File: config.mk
export PLATFORM = sky130hd
export DESIGN_NAME = vtd_cell
export DESIGN_NICKNAME = d
export VERILOG_FILES = /design/src/rtl/vtd_pkg.sv /design/src/rtl/vtd_cell.sv
export SDC_FILE = /design/constraint.sdc
export NUM_CORES = 2
export LEC_CHECK = 0
export ABC_AREA = 1
export ABC_CLOCK_PERIOD_IN_PS = 2400
export BUFFER_PORTS_ARGS = -buffer_cell sky130_fd_sc_hd__buf_2
export CAP_MARGIN = 20
export CORE_MARGIN = 2
export CORE_UTILIZATION = 55
export DETAILED_ROUTE_END_ITERATION = 12
export PLACE_DENSITY = 0.78
export SLEW_MARGIN = 20
export SYNTH_ARGS = -nofsm -noshare
export SYNTH_HDL_FRONTEND = slang
export SYNTH_SLANG_ARGS = --single-unit
File: constraint.sdc
create_clock -name clk_i -period 2.4 [get_ports clk_i]
set_input_delay 0.48 -clock clk_i [delete_from_list [all_inputs] [get_ports clk_i]]
set_output_delay 0.48 -clock clk_i [all_outputs]
set_load 0.02 [all_outputs]
File: src/rtl/vtd_pkg.sv
// ============================================================================
// Vertex tuple dedup package
// Shared sizes, payload structs and the token that travels along the
// compare-cell chain.
// ============================================================================
package vtd_pkg;

  // Field widths fixed by the payload format.
  localparam int INDEX_BITS = 24;
  localparam int KEY_BITS   = INDEX_BITS + 1;
  localparam int ID_BITS    = 10;

  // Table geometry: slot = row * CELL_COUNT + column.
  localparam int TABLE_DEPTH   = 1024;
  localparam int CELL_COUNT    = (TABLE_DEPTH < 32) ? TABLE_DEPTH : 32;
  localparam int ROW_COUNT     = (TABLE_DEPTH + CELL_COUNT - 1) / CELL_COUNT;
  localparam int CELL_BITS     = (CELL_COUNT > 1) ? $clog2(CELL_COUNT) : 1;
  localparam int ROW_BITS      = (ROW_COUNT > 1) ? $clog2(ROW_COUNT) : 1;
  localparam int FILL_ROW_BITS = $clog2(ROW_COUNT + 1);
  localparam int COUNT_BITS    = $clog2(TABLE_DEPTH + 1);
  localparam int RET_BITS      = $clog2(ROW_COUNT + 1);

  // A key is the present flag over the index; an absent component is zero.
  typedef logic [KEY_BITS-1:0] key_t;

  typedef struct packed {
    key_t pos;
    key_t nrm;
    key_t uv;
  } entry_t;

  // Lookup token: one per table row, carrying the running match result.
  typedef struct packed {
    logic                 valid;
    logic [ROW_BITS-1:0]  row;
    entry_t               key;
    logic                 hit;
    logic [CELL_BITS-1:0] hit_cell;
  } token_t;

  // Next free slot, split into row and column.
  typedef struct packed {
    logic [FILL_ROW_BITS-1:0] row;
    logic [CELL_BITS-1:0]     col;
  } fill_t;

  // Table write broadcast to all cells.
  typedef struct packed {
    logic                 en;
    logic [ROW_BITS-1:0]  row;
    logic [CELL_BITS-1:0] col;
    entry_t               entry;
  } wr_t;

  typedef struct packed {
    logic                  new_mesh;
    logic [INDEX_BITS-1:0] pos_index;
    logic                  pos_present;
    logic [INDEX_BITS-1:0] normal_index;
    logic                  normal_present;
    logic [INDEX_BITS-1:0] uv_index;
    logic                  uv_present;
  } in_t;

  typedef struct packed {
    logic [ID_BITS-1:0] vertex_id;
    logic               is_new;
    logic               overflow;
  } out_t;

endpackage

File: src/rtl/vtd_cell.sv
// ============================================================================
// Vertex tuple dedup compare cell
// Holds one column of the table (one entry per row) and compares each
// passing token against the entry of the token's row.
// ============================================================================
module vtd_cell (
  input  logic                          clk_i,
  input  logic                          rst_ni,
  input  logic [vtd_pkg::CELL_BITS-1:0] cell_idx_i,
  input  vtd_pkg::fill_t                fill_i,
  input  vtd_pkg::wr_t                  wr_i,
  input  vtd_pkg::token_t               tok_i,
  output vtd_pkg::token_t               tok_o
);
  import vtd_pkg::*;

  entry_t mem_q [ROW_COUNT];
  entry_t rd_q;
  token_t tok_a_q;
  token_t tok_b_d, tok_b_q;
  logic   slot_ok;
  logic   hit_now;

  // Column storage: written by the broadcast, read at the incoming row.
  always_ff @(posedge clk_i) begin
    if (wr_i.en && (wr_i.col == cell_idx_i)) begin
      mem_q[wr_i.row] <= wr_i.entry;
    end
    rd_q <= mem_q[tok_i.row];
  end

  // Only slots below the fill pointer hold live entries.
  always_comb begin
    slot_ok = (FILL_ROW_BITS'(tok_a_q.row) < fill_i.row) ||
              ((FILL_ROW_BITS'(tok_a_q.row) == fill_i.row) &&
               (cell_idx_i < fill_i.col));
    hit_now = tok_a_q.valid && slot_ok && (rd_q == tok_a_q.key);
    tok_b_d = tok_a_q;
    if (hit_now) begin
      tok_b_d.hit      = 1'b1;
      tok_b_d.hit_cell = cell_idx_i;
    end
  end

  // Two stages per cell: one for the read, one for the compare.
  always_ff @(posedge clk_i or negedge rst_ni) begin
    if (!rst_ni) begin
      tok_a_q.valid <= 1'b0;
      tok_b_q.valid <= 1'b0;
    end else begin
      tok_a_q <= tok_i;
      tok_b_q <= tok_b_d;
    end
  end

  assign tok_o = tok_b_q;

endmodule

==> summary.txt <==
Outcome
  • Status: finished, final reports clean

Layout
  • Fin area: ~120000 um^2
  • Share of cells above drive strength 1: approximately 15%
  • Layout Nets: 8664
  • Area Overhead vs Synth: 18.7%
  • Final-layout fill cell count: 12154

STA
  • Worst Skew: around 0.075 ns
  • Slew Viols, Final: 0
  • Final Setup Violations: 0
  • Final min period: approximately 2.4 ns
  • Worst Tran Pin Value: roughly 0.91 ns
  • Final Cycle Share: ~98%
  • Final Hold Fails: 0
  • Max frequency: between 400 and 500 MHz
  • Slew margin rel.: between 30 and 40%

Yosys
  • Primary FF master, synth: edfxtp_1
  • Yosys cell types: 25
  • Post-synth EDFFs: approximately 2600
  • Syn nets: approximately 8000
  • Cell taking the most area after synthesis: edfxtp_1
  • Synthesis Warnings: 0
  • Register area share after synthesis: 77.1%
  • Post-synthesis instance total: 7769
  • Synthesized area per cell: 13.2 um^2
  • Post-synthesis async set-or-reset flop share: less than 1%
  • Synth area leaders: edfxtp_1 76%, o21ai_0 5.9%, nor2_1 4.8%
  • Synth Register Bits: between 2000 and 3000
  • Synth Cell Area: 102000 um^2
  • Area share of the largest cell type after synthesis: between 70% and 80%

Setup path
  • Endpoint class of the critical path: output port
  • Critical Path Start: tok_o[85]
  • FF-to-FF End: tok_o[0]
  • CP max stage cell: edfxtp_1
  • Crit start category: flop
  • Setup CP Type: flop to output port
  • Cell chain of the critical path: buf_6
  • R2r setup slk: about 0.080 ns
  • CP top delay family: flip-flops
  • Stages on worst setup path: 1
  • CP Capture Point: tok_o[85]
  • CP max FO: 1
  • Max incr delay on CP: about 0.73 ns
  • Buf+Inv Stages, Crit Path: 1
  • WP data required: approximately 1.9 ns
  • Critical path data arrival time: 1.88 ns
  • R2R cell count: 12
  • Worst reg2reg path startpoint: tok_a_q[84]

Flow run
  • Max Cap Viol: 0

CTS
  • Clock Sinks: ~2600
  • Clock Path Buffers: 4
  • Cts bufs inserted: roughly 280
  • CTS tree: yes
  • Worst-Skew Late Latency: approximately 0.95 ns
  • CTS clk-pin slew, worst paths: about 0.06 ns
  • CTS Root Cell: clkbuf_16
  • CTS H-Tree Depth: 5

Global route
  • Total congestion overflow: 0
  • Met1 Resource Use GR: 42.3%
  • Largest net degree at the start of global routing: 82
  • Global routing usage on met2: 50.6%
  • GRT Overall Usage: 33.3%
  • GR Util met3: around 8.1%
  • Global-route wire length before repair: between 400 and 500 mm
  • Grt peak-use layer: met2
  • Antenna violations before repair: 32
  • Vias in the first global route: 69172

Worst hold path
  • Hold WC Path Type: primary input to flop

Floorplanning
  • Site Rows: approximately 160
  • Ports: about 280
  • Starting density of the core: between 50% and 60%
  • Area of the die: 189000 um^2
  • Die W: between 400 and 500 um
  • Core ar.: between 150000 and 200000 um^2
  • Die Span Y: approximately 440 um

Routing
  • First drt pass iteration count: 9
  • Via count: between 70000 and 80000
  • Vias/cell: approximately 6.4
  • Detail Route Antenna Nets: 0
  • Routed length per placed instance: 28.6 um
  • Routed wire length: 321 mm
  • Initial DRC Count: 12069
  • Residual DRC: 0

Power
  • Total Power: 100000 uW
  • Pleak: 0.0417 uW
  • Pwr Density: between 800 and 900 nW/um^2
  • Worst VDD drop: roughly 0.83 mV

Placement
  • Buffers on Ports: 277
  • Area after DPL: ~110000 um^2
  • DP HPWL: ~200 mm
  • GPL Wtd Cong: roughly 0.93
## stage by stage
step | cells | setup TNS, ns | hold slack, ns | utilization (%) | worst slack, ns
2_1_floorplan | 7769 | -1137.73 | 0.184 | - | -0.509
5_1_grt | 11190 | -0.0206 | 0.0415 | 65.6 | -0.0122
6_report | 11209 | 0 | 0.0283 | 65.6 | 0.0421
4_1_cts | 11141 | 0 | 0.000251 | 65.5 | 0.0241
3_5_place_dp | 10571 | -225.27 | 0.438 | 60.3 | -0.462
3_3_place_gp | 10571 | -562.60 | 0.435 | 60.3 | -0.534
## cells in the final DEF (no fill, tap or decap), drive strengths merged, types with 9 or more instances in the layout
cell type / Yosys / layout
ha: 9 / 9
inv: 134 / 143
nand2: 951 / 951
bufinv: 0 / 21
clkinv: 2 / 79
o21ai: 1230 / 1230
nand3: 365 / 365
o22ai: 491 / 491
dfxtp: 75 / 75
buf: 191 / 835
diode: 0 / 67
o221ai: 110 / 110
nor2: 1295 / 1295
dlygate4sd3: 0 / 91
clkbuf: 323 / 369
edfxtp: 2572 / 2572
## layer usage
| layer | wire, um | share of wire (%) |
|---|---|---|
| met1 | 105000 | 33 |
| met3 | 42900 | 13 |
| met4 | 27500 | 8.6 |
| met2 | 145000 | 45 |
| met5 | 42 | 0.013 |
## power breakdown
part / leakage (uW) / switching, uW / total (uW) / internal [uW]
Clock: 0.00422 / 17400 / 41700 / 24300
Sequential: 0.0239 / 347 / 51500 / 51200
Combinational: 0.0136 / 5040 / 7210 / 2170
## logic make-up after synthesis
logic type | after synthesis | share of synthesized area [%]
compound gates | 1836 | 10.0
buf+inv | 650 | 2.69
xor+xnor | 8 | 0.0685
fa+ha+maj | 9 | 0.110
flops | 2649 | 77.1
simple gates | 2617 | 10.1
## worst min-delay path by stage
| stage | start | end | slack (ns) | depth (start not counted) |
|---|---|---|---|---|
| global placement | tok_a_q[71] | tok_o[71] | 0.44 | 0 |
| detailed placement | tok_a_q[7] | tok_o[7] | 0.44 | 0 |
| global route | cell_idx_i[3] | tok_o[3] | 0.04 | 4 |
| finish | cell_idx_i[3] | tok_o[3] | 0.03 | 4 |
| floorplan | rst_ni | tok_a_q[86] | 0.18 | 0 |
| CTS | cell_idx_i[3] | tok_o[3] | 0.0003 | 4 |
## layout make-up
type | instances | area, um^2 | area share [%]
multi-input combinational | 4470 | 21000 | 17.3
clock buffer | 367 | 7520 | 6.19
clock inverter | 112 | 1090 | 0.901
antenna | 67 | 168 | 0.138
inverter | 136 | 543 | 0.447
tap | 2480 | 3100 | 2.56
timing repair buffer | 928 | 9160 | 7.55
sequential | 2649 | 78800 | 64.9
## sequential cells by signal, summed over array words and instances, names as in the netlist
| register | count |
|---|---|
| rd_q | 75 |
| tok_o | 87 |
| mem_q | 2400 |
| tok_a_q | 87 |
## synthesized netlist by cell type (all sizes together), types with 9 or more instances
cell    count
o221ai    110
dfxtp      75
nand2     951
edfxtp   2572
o22ai     491
ha          9
nor2     1295
o21ai    1230
buf       191
nand3     365
inv       134
clkbuf    323
## timing repair
item,CTS,global route
hold buffers,91,0
gates resized for setup,3,11
endpoints found under the setup margin,7,7
pin swaps,0,2
setup buffers,0,1
hold endpoints to repair,101,0
cloned,0,0
Note: power is estimated with default switching activity, not from simulation.
