`src/rtl/vtd_pkg.sv`:
```
// ============================================================================
// Vertex tuple dedup package
// Shared sizes, payload structs and the token that travels along the
// compare-cell chain.
// ============================================================================
package vtd_pkg;

  // Field widths fixed by the payload format.
  localparam int INDEX_BITS = 24;
  localparam int KEY_BITS   = INDEX_BITS + 1;
  localparam int ID_BITS    = 10;

  // Table geometry: slot = row * CELL_COUNT + column.
  localparam int TABLE_DEPTH   = 1024;
  localparam int CELL_COUNT    = (TABLE_DEPTH < 32) ? TABLE_DEPTH : 32;
  localparam int ROW_COUNT     = (TABLE_DEPTH + CELL_COUNT - 1) / CELL_COUNT;
  localparam int CELL_BITS     = (CELL_COUNT > 1) ? $clog2(CELL_COUNT) : 1;
  localparam int ROW_BITS      = (ROW_COUNT > 1) ? $clog2(ROW_COUNT) : 1;
  localparam int FILL_ROW_BITS = $clog2(ROW_COUNT + 1);
  localparam int COUNT_BITS    = $clog2(TABLE_DEPTH + 1);
  localparam int RET_BITS      = $clog2(ROW_COUNT + 1);

  // A key is the present flag over the index; an absent component is zero.
  typedef logic [KEY_BITS-1:0] key_t;

  typedef struct packed {
    key_t pos;
    key_t nrm;
    key_t uv;
  } entry_t;

  // Lookup token: one per table row, carrying the running match result.
  typedef struct packed {
    logic                 valid;
    logic [ROW_BITS-1:0]  row;
    entry_t               key;
    logic                 hit;
    logic [CELL_BITS-1:0] hit_cell;
  } token_t;

  // Next free slot, split into row and column.
  typedef struct packed {
    logic [FILL_ROW_BITS-1:0] row;
    logic [CELL_BITS-1:0]     col;
  } fill_t;

  // Table write broadcast to all cells.
  typedef struct packed {
    logic                 en;
    logic [ROW_BITS-1:0]  row;
    logic [CELL_BITS-1:0] col;
    entry_t               entry;
  } wr_t;

  typedef struct packed {
    logic                  new_mesh;
    logic [INDEX_BITS-1:0] pos_index;
    logic                  pos_present;
    logic [INDEX_BITS-1:0] normal_index;
    logic                  normal_present;
    logic [INDEX_BITS-1:0] uv_index;
    logic                  uv_present;
  } in_t;

  typedef struct packed {
    logic [ID_BITS-1:0] vertex_id;
    logic               is_new;
    logic               overflow;
  } out_t;

endpackage

```
`src/rtl/vtd_ctrl.sv`:
```
// ============================================================================
// Vertex tuple dedup controller
// Takes a corner transaction, sends one token per table row down the cell
// chain, gathers the match result and appends a new triple on a miss.
// ============================================================================
module vtd_ctrl (
  input  logic            clk_i,
  input  logic            rst_ni,
  input  logic            in_valid_i,
  output logic            in_stall_o,
  input  vtd_pkg::in_t    in_data_i,
  output logic            out_valid_o,
  input  logic            out_stall_i,
  output vtd_pkg::out_t   out_data_o,
  output vtd_pkg::token_t tok_o,
  input  vtd_pkg::token_t tok_i,
  output vtd_pkg::fill_t  fill_o,
  output vtd_pkg::wr_t    wr_o
);
  import vtd_pkg::*;

  typedef enum logic [3:0] {
    S_IDLE   = 4'b0001,
    S_SCAN   = 4'b0010,
    S_DRAIN  = 4'b0100,
    S_RESULT = 4'b1000
  } state_e;

  localparam int SLOT_BITS = (COUNT_BITS > ID_BITS) ? COUNT_BITS : ID_BITS;

  function automatic key_t make_key(logic [INDEX_BITS-1:0] index, logic present);
    key_t key;
    key = present ? {1'b1, index} : '0;
    return key;
  endfunction

  state_e                   state_d, state_q;
  entry_t                   key_d, key_q;
  logic [ROW_BITS-1:0]      issue_row_d, issue_row_q;
  logic [RET_BITS-1:0]      ret_cnt_d, ret_cnt_q;
  logic                     hit_d, hit_q;
  logic [ROW_BITS-1:0]      hit_row_d, hit_row_q;
  logic [CELL_BITS-1:0]     hit_cell_d, hit_cell_q;
  logic [COUNT_BITS-1:0]    count_d, count_q;
  logic [FILL_ROW_BITS-1:0] fill_row_d, fill_row_q;
  logic [CELL_BITS-1:0]     fill_cell_d, fill_cell_q;
  logic                     out_valid_d, out_valid_q;
  out_t                     out_d, out_q;
  logic                     in_take;
  logic                     out_free;
  logic                     table_full;
  logic [SLOT_BITS-1:0]     hit_slot;

  assign in_take    = in_valid_i && (state_q == S_IDLE);
  assign out_free   = !out_valid_q || !out_stall_i;
  assign table_full = (count_q == COUNT_BITS'(TABLE_DEPTH));
  assign hit_slot   = SLOT_BITS'(SLOT_BITS'(hit_row_q) * SLOT_BITS'(CELL_COUNT)) +
                      SLOT_BITS'(hit_cell_q);

  // Token injection: one per row while scanning.
  always_comb begin
    tok_o          = '0;
    tok_o.valid    = (state_q == S_SCAN);
    tok_o.row      = issue_row_q;
    tok_o.key      = key_q;
    tok_o.hit      = 1'b0;
    tok_o.hit_cell = '0;
  end

  assign fill_o.row = fill_row_q;
  assign fill_o.col = fill_cell_q;

  // Sequencer, result gathering and table append.
  always_comb begin
    state_d     = state_q;
    key_d       = key_q;
    issue_row_d = issue_row_q;
    ret_cnt_d   = ret_cnt_q;
    hit_d       = hit_q;
    hit_row_d   = hit_row_q;
    hit_cell_d  = hit_cell_q;
    count_d     = count_q;
    fill_row_d  = fill_row_q;
    fill_cell_d = fill_cell_q;
    out_valid_d = out_valid_q && out_stall_i;
    out_d       = out_q;
    wr_o        = '0;
    wr_o.row    = fill_row_q[ROW_BITS-1:0];
    wr_o.col    = fill_cell_q;
    wr_o.entry  = key_q;

    // Collect returning tokens; at most one of them can carry a hit.
    if (tok_i.valid) begin
      ret_cnt_d = ret_cnt_q + RET_BITS'(1);
      if (tok_i.hit) begin
        hit_d      = 1'b1;
        hit_row_d  = tok_i.row;
        hit_cell_d = tok_i.hit_cell;
      end
    end

    case (state_q)
      S_IDLE: begin
        if (in_take) begin
          key_d.pos   = make_key(in_data_i.pos_index, in_data_i.pos_present);
          key_d.nrm   = make_key(in_data_i.normal_index, in_data_i.normal_present);
          key_d.uv    = make_key(in_data_i.uv_index, in_data_i.uv_present);
          issue_row_d = '0;
          ret_cnt_d   = '0;
          hit_d       = 1'b0;
          if (in_data_i.new_mesh) begin
            count_d     = '0;
            fill_row_d  = '0;
            fill_cell_d = '0;
          end
          state_d = S_SCAN;
        end
      end
      S_SCAN: begin
        if (issue_row_q == ROW_BITS'(ROW_COUNT - 1)) begin
          state_d = S_DRAIN;
        end else begin
          issue_row_d = issue_row_q + ROW_BITS'(1);
        end
      end
      S_DRAIN: begin
        if (ret_cnt_q == RET_BITS'(ROW_COUNT)) begin
          state_d = S_RESULT;
        end
      end
      S_RESULT: begin
        if (out_free) begin
          out_valid_d = 1'b1;
          out_d       = '0;
          if (hit_q) begin
            out_d.vertex_id = ID_BITS'(hit_slot);
          end else if (table_full) begin
            out_d.overflow = 1'b1;
          end else begin
            out_d.vertex_id = ID_BITS'(count_q);
            out_d.is_new    = 1'b1;
            wr_o.en         = 1'b1;
            count_d         = count_q + COUNT_BITS'(1);
            if (fill_cell_q == CELL_BITS'(CELL_COUNT - 1)) begin
              fill_cell_d = '0;
              fill_row_d  = fill_row_q + FILL_ROW_BITS'(1);
            end else begin
              fill_cell_d = fill_cell_q + CELL_BITS'(1);
            end
          end
          state_d = S_IDLE;
        end
      end
      default: begin
        state_d = S_IDLE;
      end
    endcase
  end

  // Control state.
  always_ff @(posedge clk_i or negedge rst_ni) begin
    if (!rst_ni) begin
      state_q     <= S_IDLE;
      ret_cnt_q   <= '0;
      count_q     <= '0;
      fill_row_q  <= '0;
      fill_cell_q <= '0;
      out_valid_q <= 1'b0;
      issue_row_q <= '0;
      hit_q       <= 1'b0;
    end else begin
      state_q     <= state_d;
      ret_cnt_q   <= ret_cnt_d;
      count_q     <= count_d;
      fill_row_q  <= fill_row_d;
      fill_cell_q <= fill_cell_d;
      out_valid_q <= out_valid_d;
      issue_row_q <= issue_row_d;
      hit_q       <= hit_d;
    end
  end

  // Payload registers.
  always_ff @(posedge clk_i) begin
    key_q      <= key_d;
    hit_row_q  <= hit_row_d;
    hit_cell_q <= hit_cell_d;
    out_q      <= out_d;
  end

  assign in_stall_o  = (state_q != S_IDLE);
  assign out_valid_o = out_valid_q;
  assign out_data_o  = out_q;

  // The fill pointer always names the slot given by the entry count.
  a_fill_matches_count: assert property (@(posedge clk_i) disable iff (!rst_ni)
    count_q == COUNT_BITS'(COUNT_BITS'(fill_row_q) * COUNT_BITS'(CELL_COUNT)) +
               COUNT_BITS'(fill_cell_q))
    else $error("fill pointer out of step with entry count");

  // The entry count never passes the table depth.
  a_count_bounded: assert property (@(posedge clk_i) disable iff (!rst_ni)
    count_q <= COUNT_BITS'(TABLE_DEPTH))
    else $error("entry count beyond table depth");

  // Every token has returned once the result is being formed.
  a_result_drained: assert property (@(posedge clk_i) disable iff (!rst_ni)
    (state_q == S_RESULT) |-> (ret_cnt_q == RET_BITS'(ROW_COUNT)) && !tok_i.valid)
    else $error("result formed while tokens still in the chain");

  // No token leaves the chain while the block is idle.
  a_no_stray_token: assert property (@(posedge clk_i) disable iff (!rst_ni)
    (state_q == S_IDLE) |-> !tok_i.valid)
    else $error("token returned with no lookup in flight");

  // A result is never both new and an overflow.
  a_result_flags: assert property (@(posedge clk_i) disable iff (!rst_ni)
    out_valid_q |-> !(out_q.is_new && out_q.overflow))
    else $error("result flagged both new and overflow");

endmodule

```
`config.mk`:
```
export PLATFORM = sky130hd
export DESIGN_NAME = vtd_ctrl
export DESIGN_NICKNAME = d
export VERILOG_FILES = /design/src/rtl/vtd_pkg.sv /design/src/rtl/vtd_ctrl.sv
export SDC_FILE = /design/constraint.sdc
export NUM_CORES = 1
export LEC_CHECK = 0
export ABC_AREA = 1
export ABC_CLOCK_PERIOD_IN_PS = 5090
export BUFFER_PORTS_ARGS = -buffer_cell sky130_fd_sc_hd__buf_2
export CORE_AREA = 8 8 137 139
export DETAILED_ROUTE_END_ITERATION = 16
export DIE_AREA = 0 0 145 147
export GPL_TIMING_DRIVEN = 1
export HOLD_SLACK_MARGIN = 0.1
export PLACE_DENSITY_LB_ADDON = 0.12
export SETUP_SLACK_MARGIN = 0.05
export SYNTH_ARGS = -nofsm -noshare
export SYNTH_HDL_FRONTEND = slang
export SYNTH_SLANG_ARGS = --single-unit
```
`constraint.sdc`:
```
create_clock -name clk_i -period 5.09 [get_ports clk_i]
set_clock_uncertainty 0.2 [all_clocks]
set_input_delay 0.7635 -clock clk_i [delete_from_list [all_inputs] [get_ports clk_i]]
set_output_delay 0.7635 -clock clk_i [all_outputs]
set_load 0.02 [all_outputs]
```
==> summary.txt <==
Die
  • Die Span Y: 147 um
  • Io pins: 365
  • Rows: 48
  • Core footprint: 16800 um^2
  • Die ar.: between 20000 and 25000 um^2
  • Die width: 145 um
  • Initial Util: between 30% and 40%

Setup path
  • Cell Chain, Critical Path: inv_1 > ha_1 > nand2_1 > nor2_2 > nand2_2 > nand2_4 > nor3_4 > buf_2
  • Setup Crit Path Kind: reg -> out
  • Reg-to-Reg Start: state_q[0]
  • Data arrival, critical path: approximately 2.2 ns
  • Worst r2r path cells: 5
  • Setup crit start: count_q[0]
  • CP Launch Type: flop
  • Worst path max stage delay: approximately 0.48 ns
  • Worst Setup End Kind: primary output
  • Crit-path max FO: 15
  • CP required: just over 4 ns
  • CP max stage cell: nor3_4
  • R2r setup slk: between 2 and 2.5 ns
  • RR Endpoint: tok_o[48]

Drt
  • Pre-antenna DRT Iters: 4
  • 1st-iter DRT viols: 214
  • Vias per cell: 4.38
  • DRT antenna net count: 0
  • Post-Route WL: ~19000 um
  • Via Count: just under 5000
  • Residual DRC: 0
  • WL/cell: 17.0 um

Synthesis
  • Synth Cell Area: between 6000 and 7000 um^2
  • Ys async rst share: 28.7%
  • EDFF count, synth: between 90 and 100
  • Yosys top cell area share: 44.5%
  • Largest family of logic cells by synthesized area: buffers and inverters
  • Syn Area/Cell: 10.0 um^2
  • Mux contribution to synthesized area: 0%
  • Synth Area in Adders: 1.72%
  • Flops & latches, synth: 136
  • Largest area contributor in the netlist: edfxtp_1
  • Synth Area in XOR/XNOR: 1.21%
  • Cells after Synth: 653
  • Ys flop type: edfxtp_1
  • Synth Area in Compound Gates: 2.68%
  • Simple-gate share of the synthesized area: 16.7%
  • Sequential cell area fraction in the yosys report: 59.5%
  • Synth top area cells: edfxtp_1, dfrtp_1, buf_4, nand2_1, inv_1
  • Synth Warn #: 0
  • Synth cell types: 33

STA
  • Slew Limit Fails: 0
  • Slew @ Worst Pin: 0.953 ns
  • Setup TNS: 0 ns
  • Final setup vio count: 0
  • Endpoints failing hold: 0
  • Slew HR: 36.3%
  • Final period util: between 60% and 70%
  • Tmin final: 3.13 ns
  • Fmax: 319 MHz
  • RSZ-0062 raised after global routing: no

Min path
  • Hold EP: count_q[10]
  • Min-Delay Path Depth: 2
  • Hold crit path type: reg -> reg
  • Hold Path Origin: count_q[10]

Placement
  • Routability Congestion: 0.831
  • Area after DPL: 7520 um^2
  • Final HPWL DP: 14700 um
  • Port bufs: about 280

CTS
  • CTS tree: yes
  • Post-CTS setup buffers: 0
  • Post-cts resize count: 0
  • CTS Hold Bufs: 0
  • Deepest clock path buffer count: 2
  • H-Tree Depth: 4
  • Worst-skew pair later-pin latency: 0.42 ns
  • Clock transition at the registers of the reported paths: ~0.06 ns
  • Clk root buf: clkbuf_16
  • Number of CTS-inserted buffers: 17
  • CTS Sinks: 136

Layout
  • P&R area growth vs syn: 25.0%
  • Final nets: 1036
  • Post-route cell area: 8170 um^2
  • Fraction of layout cells with a size suffix above 1: 38.9%
  • Diode count: 0

Power
  • Pwr dens: 500 nW/um^2
  • Worst IR Drop VDD: 0.000235 V
  • Leak: 0.00442 uW

Global route
  • First-pass GRT wire length: 28700 um
  • Vias in the first global route: around 4900
  • Pin count of the biggest net entering global routing: 40
  • Initial antenna violation count: 0
  • Total grt overflow: 0
  • GRT Total Usage: 17.5%

Outcome
  • Status: completed

Job
  • Max Cap Viol: 0
metal layers:
| layer | routed length, um | up-vias | GRT usage, % |
|---|---|---|---|
| li1 | - | 2360 | - |
| met1 | 7720 | 2213 | 20.9 |
| met2 | 8570 | 217 | 26.7 |
| met3 | 2100 | 22 | 9.04 |
| met4 | 279 | 0 | 5.47 |
| met5 | 0 | - | 0 |
cell families (layout without fill, tap and decap cells):
family,Yosys count,count (layout)
simple gates,249,249
buf+inv,217,432
flops,136,136
compound gates,32,32
fa+ha+maj,9,9
xor+xnor,9,9
other cells,1,6
where the power goes:
part | switching, uW | leakage [uW] | internal [uW]
clock | 482 | 0.000311 | 870
combinational | 846 | 0.00266 | 321
sequential | 127 | 0.00144 | 1440
sequential cells by signal, indices dropped and copies added (netlist names):
signal / count
issue_row_q: 5
ret_cnt_q: 6
out_valid_o: 1
out_data_o: 12
hit_row_q: 5
state_q: 4
count_q: 11
hit_cell_q: 5
fill_cell_q: 5
fill_row_q: 6
hit_q: 1
tok_o: 75
cell usage after synthesis, types with 2 or more instances:
library cell / number
nand2_1: 175
inv_1: 113
edfxtp_1: 97
buf_4: 92
dfrtp_1: 38
nand3_1: 21
o21ai_0: 19
nor2_1: 18
nor2_2: 10
ha_1: 9
nand4_1: 9
clkbuf_1: 8
xor2_1: 8
a21oi_1: 7
nor3_1: 5
nand2_4: 3
buf_6: 2
nand2_2: 2
nor3b_1: 2
o21ai_2: 2
per-stage QoR:
stage / util, % / setup slack, ns / cells / power, uW / hold WS (ns)
finish: 48.8 / 1.96 / 1098 / 4080 / 0.277
global route: 48.8 / 1.81 / 1098 / 4290 / 0.293
CTS: 48.8 / 1.88 / 1098 / 4140 / 0.277
detailed placement: 44.9 / 2.25 / 1066 / 2780 / 0.263
global placement: 44.9 / 2.22 / 1066 / 2750 / 0.257
floorplan: - / 1.16 / 658 / 2470 / 0.242
worst max path at each step:
| stage | to | slack, ns | cells after the start |
|---|---|---|---|
| floorplan | issue_row_q[0] | 1.16 | 7 |
| global placement | wr_o[85] | 2.22 | 5 |
| detailed placement | wr_o[85] | 2.25 | 5 |
| CTS | wr_o[85] | 1.88 | 8 |
| global route | wr_o[85] | 1.81 | 8 |
| finish | wr_o[85] | 1.96 | 8 |
layout by cell type (no fill, tap or decap), types with 3 or more instances in the layout:
cell	netlist	routed
ha_1	9	9
nor2_1	18	18
edfxtp_1	97	97
nor3_1	5	5
nand2_1	175	175
nand3_1	21	21
clkinv_4	0	3
clkbuf_16	0	17
dfrtp_1	38	38
xor2_1	8	8
nor2_2	10	9
o21ai_0	19	19
a21oi_1	7	7
conb_1	1	6
nand4_1	9	9
bufinv_16	0	5
buf_2	0	283
inv_1	113	113
nand2_4	3	3
buf_4	92	3
worst max-delay path, delay by kind of cell, from the launching register on:
| family | cells | cell delay, ns |
|---|---|---|
| fa+ha+maj | 1 | 0.23 |
| buf+inv | 2 | 0.36 |
| flops | 1 | 0.39 |
| simple gates | 5 | 0.77 |
cell type report:
class / count / area, um^2
clock buffer: 17 / 425
multi-input combinational: 305 / 1490
timing repair buffer: 286 / 1440
inverter: 114 / 428
sequential: 136 / 3890
tap: 225 / 282
fill: 1634 / 8580
clock inverter: 15 / 223
(Power assumes the default switching activity.)
